File: config.mk
export PLATFORM = sky130hd
export DESIGN_NAME = rlm_div
export DESIGN_NICKNAME = d
export VERILOG_FILES = /design/src/design/rlm_div.sv
export SDC_FILE = /design/constraint.sdc
export NUM_CORES = 1
export LEC_CHECK = 0
export ABC_AREA = 1
export ABC_CLOCK_PERIOD_IN_PS = 3500
export BUFFER_PORTS_ARGS = -buffer_cell sky130_fd_sc_hd__buf_4
export CAP_MARGIN = 20
export CORE_MARGIN = 8
export CORE_UTILIZATION = 58
export DETAILED_ROUTE_END_ITERATION = 16
export HOLD_SLACK_MARGIN = 0.05
export PLACE_DENSITY = 0.81
export RECOVER_POWER = 100
export SLEW_MARGIN = 25
export SYNTH_ARGS = -nofsm -noshare
export SYNTH_HDL_FRONTEND = slang
export SYNTH_SLANG_ARGS = --single-unit
File: constraint.sdc
create_clock -name clk_i -period 3.5 [get_ports clk_i]
set_input_delay 0 -clock clk_i [delete_from_list [all_inputs] [get_ports clk_i]]
set_output_delay 0 -clock clk_i [all_outputs]
set_load 0.01 [all_outputs]
File: src/design/rlm_div.sv
// Bit-serial restoring divider that returns the remainder of a 64-bit word by a 32-bit divisor.
module rlm_div (
  input  logic        clk_i,
  input  logic        rst_ni,
  input  logic        start_i,
  input  logic [63:0] dvd_i,
  input  logic [31:0] dvs_i,
  output logic        done_o,
  output logic [31:0] rem_o
);

  logic        busy_q, busy_d;
  logic        done_q, done_d;
  logic [5:0]  cnt_q, cnt_d;
  logic [63:0] dvd_q, dvd_d;
  logic [31:0] dvs_q, dvs_d;
  logic [31:0] rem_q, rem_d;
  logic [32:0] trial;

  always_comb begin
    busy_d = busy_q;
    done_d = 1'b0;
    cnt_d  = cnt_q;
    dvd_d  = dvd_q;
    dvs_d  = dvs_q;
    rem_d  = rem_q;
    trial  = {rem_q, dvd_q[63]};
    if (start_i) begin
      busy_d = 1'b1;
      cnt_d  = '0;
      dvd_d  = dvd_i;
      dvs_d  = dvs_i;
      rem_d  = '0;
    end else if (busy_q) begin
      if (trial >= {1'b0, dvs_q}) begin
        trial = trial - {1'b0, dvs_q};
      end
      rem_d = trial[31:0];
      dvd_d = {dvd_q[62:0], 1'b0};
      cnt_d = cnt_q + 6'd1;
      if (cnt_q == 6'd63) begin
        busy_d = 1'b0;
        done_d = 1'b1;
      end
    end
  end

  always_ff @(posedge clk_i or negedge rst_ni) begin
    if (!rst_ni) begin
      busy_q <= 1'b0;
      done_q <= 1'b0;
      cnt_q  <= '0;
    end else begin
      busy_q <= busy_d;
      done_q <= done_d;
      cnt_q  <= cnt_d;
    end
  end

  always_ff @(posedge clk_i) begin
    dvd_q <= dvd_d;
    dvs_q <= dvs_d;
    rem_q <= rem_d;
  end

  assign done_o = done_q;
  assign rem_o  = rem_q;

endmodule

# Word level (Yosys, flattened, before mapping)
# Index checks and enable logic that the tools add are counted.
# totals
out_inout_bits	33
regBits	136
# op_classes
add_sub_neg	2
n_lt_le_gt_ge	1
muxes	11
n_reduce_logical	1
n_eq_ne	1
# op_table
operator	count
$mux 64	2
$ge 33x32->1	1
$mux 32	1
$sub 32x32->32	1
$mux 6	2
$add 6x1->6 const B	1
$eq 6x6->1 const B	1
$mux 1	6
$reduce_bool 2->1	1

# Longest topological paths before layout
# logic_depth
depth_word	4
ltp_mapped	17

# Least setup slack after synthesis
# Ideal clock, no wire load.
# synth_timing
kind	reg-to-reg
start	register busy_q
end	register dvd_q[0], enable pin
synth_period_minus_slack_ns	2.987
path_slack_ns	0.513
required_time_ns	3.045
path_stages_with_launch	4
arrival_ns	2.532
path_cell_list	dfrtp_1 > nor2_1 > inv_1 > clkbuf_1
# synth_between
elab_chain_cells	1
# synth_rtl
element	line	text
start, declared	12	logic busy_q, busy_d;
start signal, assigned	54	busy_q <= busy_d;
$reduce_bool 2->1 (no source line)	-	
end signal, assigned	61	dvd_q <= dvd_d;
end, declared	15	logic [63:0] dvd_q, dvd_d;
# Every way passes these cells.
# A chain may end at the register's enable or synchronous reset.

# Final worst setup path
# layout_timing
start	register busy_q
end	register dvd_q[6], enable pin
# The elaborated chain is that of the path after synthesis.

==> out/metrics.csv <==
metric,value,unit
setup bufs post-CTS,0,
met2 GRT Util,0.510,
pin count of the biggest net entering global routing,69,
leakage,5.58,nW
most frequent cells in the layout,"nand2_1 (505), inv_1 (171), dlygate4sd3_1 (98), edfxtp_1 (96), nand3_1 (79)",
Rel. slew slack,0.0581,
CP Cell Sequence,nor2_1 > clkbuf_1 > inv_2 > buf_12,
Residual DRC,0,
met1 usage,0.327,
Worst Reg2Reg Path Length in Cells,4,
Max VDD drop,0.590,mV
Most Crowded Layer GR,met2,
Avg WL per Cell,17.0,um
worst slew pin tran,1.41,ns
max cap viols,0,
clock-pin slew on the worst setup and hold paths,0.06,ns
post-layout util,0.773,
Synth async-reset ratio,0.0588,
worst hold slack,0.0572,ns
Placed Cells,1412,
IO Pins,132,
PwrDens,691,mW/mm2
fmax,338,MHz
critical path's slowest cell,clkbuf_1,
Critical Path End Type,flip-flop,
Area Overhead vs Synth,30.3,%
IO Port Bufs,131,
core area,0.0139,mm2
status,finished clean,
Max clock buf depth,2,
DRT antenna net count,0,
Syn Nets,1259,
hold crit path type,input pin to flip-flop,
pins over their slew limit,0,
Worst Path Required,3.65,ns
synth unique cells,40,
Post-synth EDFFs,96,
Synth area leaders,"edfxtp_1 (35%), nand2_1 (23%), inv_1 (7.8%), dfxtp_1 (7.7%), ha_1 (5.0%)",
vias in the first global route,8480,
RSZ-0062 raised after global routing,no,
WS Path Type,flip-flop to flip-flop,
Overall Global Routing Usage,0.293,
setup TNS,0,ns
Site Rows,43,
sequential element share of the synthesized area,0.450,
Mean Syn Cell Area,7.35,um2
1st-iter DRT viols,766,
layout cells sized above 1,0.121,
first-pass GRT wire length,42300,um
Layout Skew,0.0102,ns
Hold Path Depth,1,
CP startpoint kind,flip-flop,
minimum clock period,2.96,ns
Mapped Cells,1126,
"Max FO, Critical Path",47,
total gr overflow,0,
clock root buffer,clkbuf_16,
via count,8155,
final setup violation count,0,
post-synthesis cell area,0.00827,mm2
Num CTS Buffers,17,
gpl congestion,0.938,
family with the most delay on the worst path,buffers and inverters,
Post-DP HPWL,15500,um
H-tree depth,4,
TritonCTS clock tree,done,
Die X,135,um
DR pass1 iterations,6,
vias per inst,5.29,
Die Y,135,um
CP max stage delay,1.03,ns
initial antenna violation count,2,
post-layout net count,1482,
grt met3 use,0.0820,
clock sinks,136,
synth warn,0,
Worst path depth,4,
Synth Flop Type,edfxtp_1,
final cell count without fillers,1543,
Post-Place Cell Area,0.00937,mm2
Total Wirelength,26300,um
Fin. Hold Viols,0,
cell taking the most area after synthesis,edfxtp_1,
starting density of the core,0.594,
"FF+latch count, synth",136,
period utilization,0.846,
critical path arrival,3.11,ns
die area,0.0183,mm2
worst-skew pair later-pin latency,0.43,ns
Bufs and invs on worst path,3,
design area,0.0108,mm2
"commonest non-fill, non-tap cell in the layout",nand2_1,
Synth top area share,0.348,
[stage by stage]
stage	setup WS (ns)	power (W)
after floorplan	0.513	0.00470
after global placement	0.995	0.00555
after detailed placement	0.907	0.00562
after CTS	0.894	0.00757
after global routing	0.330	0.00798
final	0.538	0.00745
[report_power, final]
| part | total, W | switching (W) | internal [W] |
|---|---|---|---|
| registers | 0.00223 | 0.000219 | 0.00201 |
| logic | 0.00335 | 0.00211 | 0.00123 |
| clock network | 0.00187 | 0.000747 | 0.00112 |
| total | 0.00745 | 0.00308 | 0.00437 |
[cell type report]
type                            count  area (um2)
Antenna cell                        2        5.00
Clock buffer                       17         425
Clock inverter                     14         173
Fill cell                         987        3160
Inverter                          183         688
Multi-Input combinational cell    777        3660
Sequential cell                   136        3720
Tap cell                          180         225
Timing Repair Buffer              234        1880
[final timing paths]
| check | from | endpoint | slack, ns |
|---|---|---|---|
| setup reg to reg | busy_q | dvd_q[6] | 0.54 |
| min in group asynchronous | rst_ni | cnt_q[4] | 0.63 |
| hold / removal | start_i | dvs_q[2] | 0.06 |
| hold reg to reg | rem_o[18] | rem_o[18] | 0.49 |
| setup / recovery | busy_q | dvd_q[6] | 0.54 |
| max in group asynchronous | rst_ni | cnt_q[0] | 2.58 |
[flip-flops by register name (all words and copies together), names as in the netlist]
signal and flops:
dvs_q 32, busy_q 1, dvd_q 64, done_o 1
cnt_q 6, rem_o 32
[per-layer routing]
layer | up-vias | part of all wire | wire length (um)
li1 | 3948 | - | -
met1 | 3681 | 0.38 | 10000
met2 | 429 | 0.49 | 13000
met3 | 97 | 0.086 | 2260
met4 | 0 | 0.038 | 1000
met5 | - | 0 | 0
[repair_timing]
item | 4_1_cts | 5_1_grt
gates resized for setup | 0 | 0
hold buffers | 98 | 0
endpoints found under the hold margin | 104 | 0
[cells by family (layout without fill, tap and decap cells)]
group | Yosys count | count (layout) | synth area share
flip-flops | 136 | 136 | 0.450
XOR/XNOR | 14 | 14 | 0.0148
AND/OR/NAND/NOR | 685 | 685 | 0.351
AO/OA/AOI/OAI | 44 | 44 | 0.0290
adder cells (fa/ha/maj) | 34 | 34 | 0.0523
buffers and inverters | 213 | 448 | 0.103
other | 0 | 2 | 0
[cell usage after synthesis, drive strengths merged (14+ instances only)]
cell type and count:
ha 33, clkbuf 16, o21ai 17, nand2 515
inv 179, nand3 81, xnor2 14, nor2 57
buf 14, dfxtp 32, a21oi 22, edfxtp 96
Power figures use the tool's default switching activity.
